`src/design/dzf_pkg.sv`:
```
package dzf_pkg;

  localparam int COORD_BITS_DEF = 24;

  localparam int DZ_W      = 23;
  localparam int SM_W      = 8;
  localparam int WORLD_W   = 23;
  localparam int CFG_W     = 23;
  localparam int CFG_IDX_W = 2;

  localparam logic [CFG_IDX_W-1:0] REG_DEAD_ZONE    = 2'd0;
  localparam logic [CFG_IDX_W-1:0] REG_SMOOTHNESS   = 2'd1;
  localparam logic [CFG_IDX_W-1:0] REG_WORLD_WIDTH  = 2'd2;
  localparam logic [CFG_IDX_W-1:0] REG_WORLD_HEIGHT = 2'd3;

  localparam logic [DZ_W-1:0]    DEAD_ZONE_RST  = 23'd5000;
  localparam logic [SM_W-1:0]    SMOOTHNESS_RST = 8'd8;
  localparam logic [WORLD_W-1:0] WORLD_RST      = 23'd2048000;

  typedef struct packed {
    logic [DZ_W-1:0] dead_zone;
    logic [SM_W-1:0] smoothness;
  } axis_cfg_t;

endpackage

```
`src/design/dzf_if.sv`:
```
interface dzf_in_if #(
  parameter int COORD_BITS = dzf_pkg::COORD_BITS_DEF
);
  logic                         valid;
  logic                         ready;
  logic signed [COORD_BITS-1:0] pos_x;
  logic signed [COORD_BITS-1:0] pos_y;
  logic                         snap;

  modport source (output valid, output pos_x, output pos_y, output snap, input ready);
  modport sink   (input valid, input pos_x, input pos_y, input snap, output ready);
endinterface

interface dzf_out_if #(
  parameter int COORD_BITS = dzf_pkg::COORD_BITS_DEF
);
  logic                         valid;
  logic                         ready;
  logic signed [COORD_BITS-1:0] view_x;
  logic signed [COORD_BITS-1:0] view_y;

  modport source (output valid, output view_x, output view_y, input ready);
  modport sink   (input valid, input view_x, input view_y, output ready);
endinterface

```
`src/design/dead_zone_follow_smoother.sv`:
```
// Two-axis dead-zone camera follower. Each input word carries a tracked
// position in hundredths of a pixel; the follower moves only when the
// position leaves follower +/- dead_zone, the camera then closes the gap by
// (follower - camera) / smoothness rounded half away from zero, and is
// clamped to [dead_zone, world - dead_zone]. One view word comes out per
// input word. A normal word passes from acceptance through the follower
// update, the bit-serial divider that runs in each axis, one quotient bit
// per cycle, the add and the clamp before the output register; a snap word
// skips the divider. Both axes run side by side. The next word is
// taken once the current one has been moved to the output register.
// Configuration writes take effect immediately and belong between words.
module dead_zone_follow_smoother #(
  parameter int COORD_BITS = dzf_pkg::COORD_BITS_DEF
) (
  input  logic                             clk_i,
  input  logic                             rst_ni,
  input  logic                             cfg_we_i,
  input  logic [dzf_pkg::CFG_IDX_W-1:0]    cfg_idx_i,
  input  logic [dzf_pkg::CFG_W-1:0]        cfg_data_i,
  dzf_in_if.sink                           in_i,
  dzf_out_if.source                        out_o
);

  logic [dzf_pkg::DZ_W-1:0]    dead_zone_q;
  logic [dzf_pkg::SM_W-1:0]    smoothness_q;
  logic [dzf_pkg::WORLD_W-1:0] world_w_q;
  logic [dzf_pkg::WORLD_W-1:0] world_h_q;

  dzf_pkg::axis_cfg_t          axis_cfg;

  logic                        busy_q;
  logic                        out_valid_q;
  logic signed [COORD_BITS-1:0] view_x_q;
  logic signed [COORD_BITS-1:0] view_y_q;

  logic                        accept;
  logic                        ack;
  logic                        x_done, y_done;
  logic signed [COORD_BITS-1:0] x_view, y_view;

  assign axis_cfg.dead_zone  = dead_zone_q;
  assign axis_cfg.smoothness = smoothness_q;

  assign in_i.ready   = !busy_q;
  assign accept       = in_i.valid && !busy_q;
  assign ack          = x_done && y_done && (!out_valid_q || out_o.ready);

  assign out_o.valid  = out_valid_q;
  assign out_o.view_x = view_x_q;
  assign out_o.view_y = view_y_q;

  always_ff @(posedge clk_i or negedge rst_ni) begin
    if (!rst_ni) begin
      dead_zone_q  <= dzf_pkg::DEAD_ZONE_RST;
      smoothness_q <= dzf_pkg::SMOOTHNESS_RST;
      world_w_q    <= dzf_pkg::WORLD_RST;
      world_h_q    <= dzf_pkg::WORLD_RST;
    end else if (cfg_we_i) begin
      case (cfg_idx_i)
        dzf_pkg::REG_DEAD_ZONE:    dead_zone_q  <= cfg_data_i[dzf_pkg::DZ_W-1:0];
        dzf_pkg::REG_SMOOTHNESS:   smoothness_q <= cfg_data_i[dzf_pkg::SM_W-1:0];
        dzf_pkg::REG_WORLD_WIDTH:  world_w_q    <= cfg_data_i[dzf_pkg::WORLD_W-1:0];
        dzf_pkg::REG_WORLD_HEIGHT: world_h_q    <= cfg_data_i[dzf_pkg::WORLD_W-1:0];
        default: begin
        end
      endcase
    end
  end

  always_ff @(posedge clk_i or negedge rst_ni) begin
    if (!rst_ni) begin
      busy_q      <= 1'b0;
      out_valid_q <= 1'b0;
      view_x_q    <= '0;
      view_y_q    <= '0;
    end else begin
      if (accept) begin
        busy_q <= 1'b1;
      end else if (ack) begin
        busy_q <= 1'b0;
      end
      if (ack) begin
        out_valid_q <= 1'b1;
        view_x_q    <= x_view;
        view_y_q    <= y_view;
      end else if (out_o.ready) begin
        out_valid_q <= 1'b0;
      end
    end
  end

  dzf_axis #(
    .COORD_BITS (COORD_BITS)
  ) u_axis_x (
    .clk_i   (clk_i),
    .rst_ni  (rst_ni),
    .start_i (accept),
    .ack_i   (ack),
    .pos_i   (in_i.pos_x),
    .snap_i  (in_i.snap),
    .cfg_i   (axis_cfg),
    .world_i (world_w_q),
    .done_o  (x_done),
    .view_o  (x_view)
  );

  dzf_axis #(
    .COORD_BITS (COORD_BITS)
  ) u_axis_y (
    .clk_i   (clk_i),
    .rst_ni  (rst_ni),
    .start_i (accept),
    .ack_i   (ack),
    .pos_i   (in_i.pos_y),
    .snap_i  (in_i.snap),
    .cfg_i   (axis_cfg),
    .world_i (world_h_q),
    .done_o  (y_done),
    .view_o  (y_view)
  );

  a_axes_in_step: assert property (@(posedge clk_i) disable iff (!rst_ni)
    x_done == y_done)
    else $error("axis units out of step");

  a_no_done_idle: assert property (@(posedge clk_i) disable iff (!rst_ni)
    !busy_q |-> !x_done)
    else $error("axis done without a word in flight");

  a_ack_loads_out: assert property (@(posedge clk_i) disable iff (!rst_ni)
    ack |=> (out_valid_q && !busy_q))
    else $error("finished word not moved to output");

  a_accept_busy: assert property (@(posedge clk_i) disable iff (!rst_ni)
    accept |=> (busy_q && !x_done))
    else $error("accepted word did not start work");

endmodule

```
`src/design/dzf_div.sv`:
```
module dzf_div #(
  parameter int COORD_BITS = dzf_pkg::COORD_BITS_DEF
) (
  input  logic                           clk_i,
  input  logic                           rst_ni,
  input  logic                           start_i,
  input  logic [COORD_BITS+1:0]          num_i,
  input  logic [dzf_pkg::SM_W:0]         den_i,
  output logic                           done_o,
  output logic [COORD_BITS+1:0]          quo_o
);

  localparam int NB = COORD_BITS + 2;
  localparam int DW = dzf_pkg::SM_W + 1;
  localparam int CW = $clog2(NB + 1);

  logic [NB-1:0] nq_q;
  logic [DW-1:0] den_q;
  logic [DW-1:0] rem_q;
  logic [CW-1:0] cnt_q;
  logic          run_q;
  logic [DW:0]   rs;
  logic          qbit;

  assign rs     = {rem_q, nq_q[NB-1]};
  assign qbit   = (rs >= {1'b0, den_q});
  assign done_o = run_q && (cnt_q == '0);
  assign quo_o  = nq_q;

  always_ff @(posedge clk_i or negedge rst_ni) begin
    if (!rst_ni) begin
      run_q <= 1'b0;
      cnt_q <= '0;
      nq_q  <= '0;
      den_q <= '0;
      rem_q <= '0;
    end else if (start_i) begin
      run_q <= 1'b1;
      cnt_q <= CW'(NB);
      nq_q  <= num_i;
      den_q <= den_i;
      rem_q <= '0;
    end else if (run_q) begin
      if (cnt_q == '0) begin
        run_q <= 1'b0;
      end else begin
        // shift one numerator bit in, one quotient bit out
        rem_q <= qbit ? DW'(rs - {1'b0, den_q}) : rs[DW-1:0];
        nq_q  <= {nq_q[NB-2:0], qbit};
        cnt_q <= cnt_q - 1'b1;
      end
    end
  end

endmodule

```
`src/design/dzf_axis.sv`:
```
module dzf_axis #(
  parameter int COORD_BITS = dzf_pkg::COORD_BITS_DEF
) (
  input  logic                          clk_i,
  input  logic                          rst_ni,
  input  logic                          start_i,
  input  logic                          ack_i,
  input  logic signed [COORD_BITS-1:0]  pos_i,
  input  logic                          snap_i,
  input  dzf_pkg::axis_cfg_t            cfg_i,
  input  logic [dzf_pkg::WORLD_W-1:0]   world_i,
  output logic                          done_o,
  output logic signed [COORD_BITS-1:0]  view_o
);

  localparam int C  = COORD_BITS;
  localparam int WW = ((C > dzf_pkg::WORLD_W + 1) ? C : dzf_pkg::WORLD_W + 1) + 3;
  localparam int NB = C + 2;

  localparam logic [2:0] S_IDLE  = 3'd0;
  localparam logic [2:0] S_FOL   = 3'd1;
  localparam logic [2:0] S_PREP  = 3'd2;
  localparam logic [2:0] S_DIV   = 3'd3;
  localparam logic [2:0] S_ADD   = 3'd4;
  localparam logic [2:0] S_CLAMP = 3'd5;
  localparam logic [2:0] S_DONE  = 3'd6;

  localparam logic signed [WW-1:0] CMAX = {{(WW-C+1){1'b0}}, {(C-1){1'b1}}};
  localparam logic signed [WW-1:0] CMIN = ~CMAX;

  function automatic logic signed [C-1:0] sat(input logic signed [WW-1:0] v);
    logic signed [C-1:0] r;
    if (v > CMAX) begin
      r = CMAX[C-1:0];
    end else if (v < CMIN) begin
      r = CMIN[C-1:0];
    end else begin
      r = v[C-1:0];
    end
    return r;
  endfunction

  logic [2:0]                 state_q;
  logic signed [C-1:0]        pos_q;
  logic signed [C-1:0]        fol_q;
  logic signed [C-1:0]        cam_q;
  logic                       snap_q;
  logic                       neg_q;

  logic signed [WW-1:0]       pw, fw, cw, dzw, wdw, lo, hi, diff, mag, qw, sum, hib;
  logic [dzf_pkg::SM_W-1:0]   s_eff;
  logic [NB-1:0]              num_d;
  logic [dzf_pkg::SM_W:0]     den_d;
  logic                       div_start;
  logic                       div_done;
  logic [NB-1:0]              quo;

  assign pw    = WW'(pos_q);
  assign fw    = WW'(fol_q);
  assign cw    = WW'(cam_q);
  assign dzw   = $signed(WW'(cfg_i.dead_zone));
  assign wdw   = $signed(WW'(world_i));
  assign lo    = fw - dzw;
  assign hi    = fw + dzw;
  assign hib   = wdw - dzw;
  assign diff  = fw - cw;
  assign mag   = diff[WW-1] ? -diff : diff;
  assign s_eff = (cfg_i.smoothness == '0) ? dzf_pkg::SM_W'(1) : cfg_i.smoothness;
  assign num_d = {mag[C:0], 1'b0} + NB'(s_eff);
  assign den_d = {s_eff, 1'b0};
  assign qw    = $signed(WW'(quo));
  assign sum   = neg_q ? (cw - qw) : (cw + qw);

  assign div_start = (state_q == S_PREP);
  assign done_o    = (state_q == S_DONE);
  assign view_o    = cam_q;

  dzf_div #(
    .COORD_BITS (COORD_BITS)
  ) u_div (
    .clk_i   (clk_i),
    .rst_ni  (rst_ni),
    .start_i (div_start),
    .num_i   (num_d),
    .den_i   (den_d),
    .done_o  (div_done),
    .quo_o   (quo)
  );

  always_ff @(posedge clk_i or negedge rst_ni) begin
    if (!rst_ni) begin
      state_q <= S_IDLE;
      fol_q   <= '0;
      cam_q   <= '0;
      pos_q   <= '0;
      snap_q  <= 1'b0;
      neg_q   <= 1'b0;
    end else begin
      case (state_q)
        S_IDLE: begin
          if (start_i) begin
            pos_q   <= pos_i;
            snap_q  <= snap_i;
            state_q <= S_FOL;
          end
        end
        S_FOL: begin
          if (snap_q) begin
            fol_q   <= pos_q;
            cam_q   <= pos_q;
            state_q <= S_CLAMP;
          end else begin
            if (pw < lo) begin
              fol_q <= sat(pw + dzw);
            end else if (pw > hi) begin
              fol_q <= sat(pw - dzw);
            end
            state_q <= S_PREP;
          end
        end
        S_PREP: begin
          neg_q   <= diff[WW-1];
          state_q <= S_DIV;
        end
        S_DIV: begin
          if (div_done) begin
            state_q <= S_ADD;
          end
        end
        S_ADD: begin
          cam_q   <= sat(sum);
          state_q <= S_CLAMP;
        end
        S_CLAMP: begin
          if (cw < dzw) begin
            cam_q <= sat(dzw);
          end else if (cw > hib) begin
            cam_q <= sat(hib);
          end
          state_q <= S_DONE;
        end
        S_DONE: begin
          if (ack_i) begin
            state_q <= S_IDLE;
          end
        end
        default: begin
          state_q <= S_IDLE;
        end
      endcase
    end
  end

endmodule
```
`src/flat_wrapper.sv`:
```
// flat-port wrapper written by rule: the top's interface ports become plain ports
module dead_zone_follow_smoother_flat 
#(
  parameter int COORD_BITS = dzf_pkg::COORD_BITS_DEF
)
  (clk_i, rst_ni, cfg_we_i, cfg_idx_i, cfg_data_i, in_i_valid, in_i_pos_x, in_i_pos_y, in_i_snap, in_i_ready, out_o_valid, out_o_view_x, out_o_view_y, out_o_ready);
  dzf_in_if #(.COORD_BITS(COORD_BITS)) in_i_i ();
  dzf_out_if #(.COORD_BITS(COORD_BITS)) out_o_i ();
  input  logic clk_i;
  input  logic rst_ni;
  input  logic cfg_we_i;
  input  logic [dzf_pkg::CFG_IDX_W-1:0] cfg_idx_i;
  input  logic [dzf_pkg::CFG_W-1:0] cfg_data_i;
  input wire logic [$bits(in_i_i.valid)-1:0] in_i_valid;
  input wire logic [$bits(in_i_i.pos_x)-1:0] in_i_pos_x;
  input wire logic [$bits(in_i_i.pos_y)-1:0] in_i_pos_y;
  input wire logic [$bits(in_i_i.snap)-1:0] in_i_snap;
  output wire logic [$bits(in_i_i.ready)-1:0] in_i_ready;
  output wire logic [$bits(out_o_i.valid)-1:0] out_o_valid;
  output wire logic [$bits(out_o_i.view_x)-1:0] out_o_view_x;
  output wire logic [$bits(out_o_i.view_y)-1:0] out_o_view_y;
  input wire logic [$bits(out_o_i.ready)-1:0] out_o_ready;
  assign in_i_i.valid = in_i_valid;
  assign in_i_i.pos_x = in_i_pos_x;
  assign in_i_i.pos_y = in_i_pos_y;
  assign in_i_i.snap = in_i_snap;
  assign in_i_ready = in_i_i.ready;
  assign out_o_valid = out_o_i.valid;
  assign out_o_view_x = out_o_i.view_x;
  assign out_o_view_y = out_o_i.view_y;
  assign out_o_i.ready = out_o_ready;
  dead_zone_follow_smoother #(.COORD_BITS(COORD_BITS)) u_core (.clk_i(clk_i), .rst_ni(rst_ni), .cfg_we_i(cfg_we_i), .cfg_idx_i(cfg_idx_i), .cfg_data_i(cfg_data_i), .in_i(in_i_i), .out_o(out_o_i));
endmodule
```
`config.mk`:
```
export PLATFORM = sky130hd
export DESIGN_NAME = dead_zone_follow_smoother_flat
export DESIGN_NICKNAME = d
export VERILOG_FILES = /design/src/design/dzf_pkg.sv /design/src/design/dzf_if.sv /design/src/design/dead_zone_follow_smoother.sv /design/src/design/dzf_div.sv /design/src/design/dzf_axis.sv /design/src/flat_wrapper.sv
export SDC_FILE = /design/constraint.sdc
export NUM_CORES = 2
export LEC_CHECK = 0
export BUFFER_PORTS_ARGS = -buffer_cell sky130_fd_sc_hd__buf_2
export CAP_MARGIN = 20
export CORE_ASPECT_RATIO = 0.5
export CORE_UTILIZATION = 55
export DETAILED_ROUTE_END_ITERATION = 8
export GPL_TIMING_DRIVEN = 0
export HOLD_SLACK_MARGIN = 0.03
export PLACE_DENSITY_LB_ADDON = 0.3
export REMOVE_ABC_BUFFERS = 1
export SLEW_MARGIN = 20
export SYNTH_ARGS = -nofsm -noshare
export SYNTH_HDL_FRONTEND = slang
export SYNTH_SLANG_ARGS = --single-unit
```
`constraint.sdc`:
```
create_clock -name clk_i -period 5.5 [get_ports clk_i]
set_input_delay 0.825 -clock clk_i [delete_from_list [all_inputs] [get_ports clk_i]]
set_output_delay 0.825 -clock clk_i [all_outputs]
set_load 0.02 [all_outputs]
```
==> results.md <==
* Yosys warnings at 0
* Fill count at 6,243
* Initial DRC count at 4,786
* Final setup viols at 76
* FF-to-FF Start: u_core.dead_zone_q[3]
* Fraction of layout cells with a size suffix above 1 at 21.63%
* Post-synthesis simple-gate area fraction at 18.19%
* CTS sink cnt at 379
* Clk root buf: clkbuf_16
* PnR worst setup slack at -0.3744 ns
* Critical path class: reg -> reg
* Die Area at 0.07714 sq mm
* Post-synth top area share at 21.62%
* RSZ-0062 raised after global routing: yes
* Gr ovfl total at 0
* Hold crit path type: in -> async
* Tmin final at 5.874 ns
* Status: complete, but fails checks
* Post-synth ARST share at 100.0%
* Final GP Congestion at 0.9775
* Number of buffers created by CTS at 41
* Core Box Area at 0.07515 sq mm
* Depth of the CTS H-tree at 2
* Cell taking the most area after synthesis: dfrtp_1
* Startpoint types: flip-flop
* Final Cycle Share at 106.8%
* Worst r2r path cells at 27
* Clock transition at the registers of the reported paths at 0.07 ns
* Worst-margin pin slew at 1.213 ns
* Critical Path AT at 6.41 ns
* Row cnt at 71
* Largest cells by area after synthesis: dfrtp_1, ha_1, xnor2_1, a21oi_1, nand2_1
* Clk buf depth at 3
* Share of the yosys chip area belonging to registers at 22.75%
* Worst-skew pair later-pin latency at 0.64 ns
* Flops & latches, synth at 379
* Synth Instances at 5,128
* Largest family of logic cells by synthesized area: compound AO/OA/AOI/OAI gates
* CP max FO at 6
* Post-synth EDFFs at 0
* Clk_skew at 0.01930 ns
* Count leader, synth: ha_1
* Nets@finish at 6,108
* Hold Buf Count CTS at 0
* Post-route antenna net violation count at 0
* Fmax at 0.1702 GHz
* Post-detail-place hpwl at 106.3 mm
* Chip height at 196.9 um
* First-pass GRT wire length at 224.2 mm
* CP endpoint kind: flip-flop
* Boundary Pins at 129
* Post-synth top cells: ha_1, nand2_1, a21oi_1, nor2_1, dfrtp_1
* Mux cell area share after synthesis at 3.827%
* Req. time, crit path at 6.03 ns
* Fin. Hold Viols at 0
* Syn Std Cell Area at 0.04178 sq mm
* WL final at 152.1 mm
* Syn_area_per_cell at 8.147 sq um
* Worst flop-to-flop path endpoint: u_core.u_axis_x.fol_q[19]
* Synthesis-to-layout area growth at 20.02%
* Xor/xnor cell area share of the yosys netlist at 8.236%
* CTS tree: built
* Die width at 391.8 um
* IO Port Bufs at 128
* Synth Area in Compound Gates at 24.96%
* Most common cell on crit path: buf_6
* Crit path largest cell delay at 0.66 ns
* Number of global-route vias before repair at 38,218
* Max-cap violations at 0
* Predominant post-synthesis flop cell: dfrtp_1
* Hold slack at 0.1788 ns
* Adder-Cell Fraction of Synth Area at 17.57%
* Final max-slew violation count at 0
* Violated checks: DRC, setup timing
* Gr usage total at 37.52%
* Routed wire length per instance at 23.36 um
* Reg2reg setup slack at -0.37 ns
* Initial antenna violation count at 5
* 1st-pass router iterations at 8
* Pin count of the biggest net entering global routing at 97
* Critical path's slowest cell: dfstp_4
* Worst slew margin at 19.10%
* Vias at 41,783
* Initial core utilization at 55.59%
* Post-synth cell types at 115
* DR DRC count at 4
* Vias per cell at 6.416
==> cell families after synthesis <==
| logic type | after synthesis |
|---|---|
| simple gates | 1564 |
| fa+ha+maj | 576 |
| xor+xnor | 392 |
| mux | 145 |
| flops | 379 |
| buf+inv | 477 |
| compound gates | 1595 |
==> layout make-up <==
class,count,area (sq um),share of cell area [%]
multi-input combinational,4279,32790,65.40
sequential,379,9553,19.05
timing repair buffer,486,4059,8.095
tap,1022,1279,2.550
clock buffer,57,1186,2.366
inverter,266,1081,2.156
clock inverter,17,177.7,0.3543
antenna,6,15.01,0.02994
==> per-layer routing <==
| metal | track usage (%) | up-vias | part of all wire [%] |
|---|---|---|---|
| met5 | 0 | - | 0.0085 |
| met4 | 14.38 | 2 | 4.5 |
| met3 | 8.502 | 409 | 11 |
| met2 | 56.39 | 1931 | 42 |
| met1 | 52.17 | 20152 | 42 |
| li1 | - | 19289 | - |
==> layout by cell type, fill, tap and decap left out, types with 92 or more instances in the layout <==
cell type,instances
a21o_1,183
a21oi_1,385
buf_2,132
buf_4,258
dfrtp_1,347
ha_1,530
inv_1,241
mux2_2,117
nand2_1,449
nand2b_1,92
nand3_1,98
nor2_1,366
nor3_1,97
o21ai_0,237
xnor2_1,274
xor2_1,105
==> per-stage QoR <==
stage          instance area (sq um)  util (%)  setup TNS, ns  setup slack, ns  std cells
2_1_floorplan                  40910         -        -132.81           -2.791       4917
3_3_place_gp                   42830     56.99       -1940.23           -7.142       6067
3_5_place_dp                   43570     57.98        -209.65           -2.838       6105
4_1_cts                        48110     64.01         -6.385          -0.2078       6395
5_1_grt                        50130     66.70         -28.59          -0.5362       6506
6_report                       50140     66.72         -14.81          -0.3744       6512
==> critical path, delay by kind of cell, from the launching register on <==
family | cells | cell delay, ns
fa+ha+maj | 2 | 0.58
flops | 1 | 0.66
compound gates | 12 | 2.24
buf+inv | 7 | 0.97
simple gates | 6 | 1.33
==> sequential cells by signal (all words and copies together), names as in the netlist, 8 cells and up <==
name                         cells
u_core.dead_zone_q              23
u_core.out_o.view_x             24
u_core.out_o.view_y             24
u_core.smoothness_q              8
u_core.u_axis_x.fol_q           24
u_core.u_axis_x.pos_q           24
u_core.u_axis_x.u_div.den_q      8
u_core.u_axis_x.u_div.quo_o     26
u_core.u_axis_x.u_div.rem_q      9
u_core.u_axis_x.view_o          24
u_core.u_axis_y.fol_q           24
u_core.u_axis_y.pos_q           24
u_core.u_axis_y.u_div.den_q      8
u_core.u_axis_y.u_div.quo_o     26
u_core.u_axis_y.u_div.rem_q      9
u_core.u_axis_y.view_o          24
u_core.world_h_q                23
u_core.world_w_q                23
==> how the worst max path moves through the flow <==
| stage | startpoint | to | slack [ns] | depth (start not counted) |
|---|---|---|---|---|
| 6_report | u_core.dead_zone_q[3] | u_core.u_axis_x.fol_q[19] | -0.37 | 27 |
| 5_1_grt | u_core.dead_zone_q[1] | u_core.u_axis_y.view_o[21] | -0.54 | 28 |
| 2_1_floorplan | u_core.dead_zone_q[1] | u_core.u_axis_y.fol_q[0] | -2.79 | 24 |
| 3_3_place_gp | u_core.dead_zone_q[1] | u_core.u_axis_y.fol_q[0] | -7.14 | 24 |
| 4_1_cts | u_core.dead_zone_q[3] | u_core.u_axis_y.view_o[22] | -0.21 | 28 |
| 3_5_place_dp | u_core.dead_zone_q[1] | u_core.u_axis_x.fol_q[21] | -2.84 | 23 |
==> timing repair <==
action | 4_1_cts | 5_1_grt
endpoints found under the setup margin | 128 | 125
buffers inserted | 204 | 111
pin swaps | 174 | 213
gates resized for setup | 378 | 270
gates cloned | 12 | 5
Power is not shown: default switching activity piles up to over one toggle a cycle in this logic, so the estimate is an artifact.
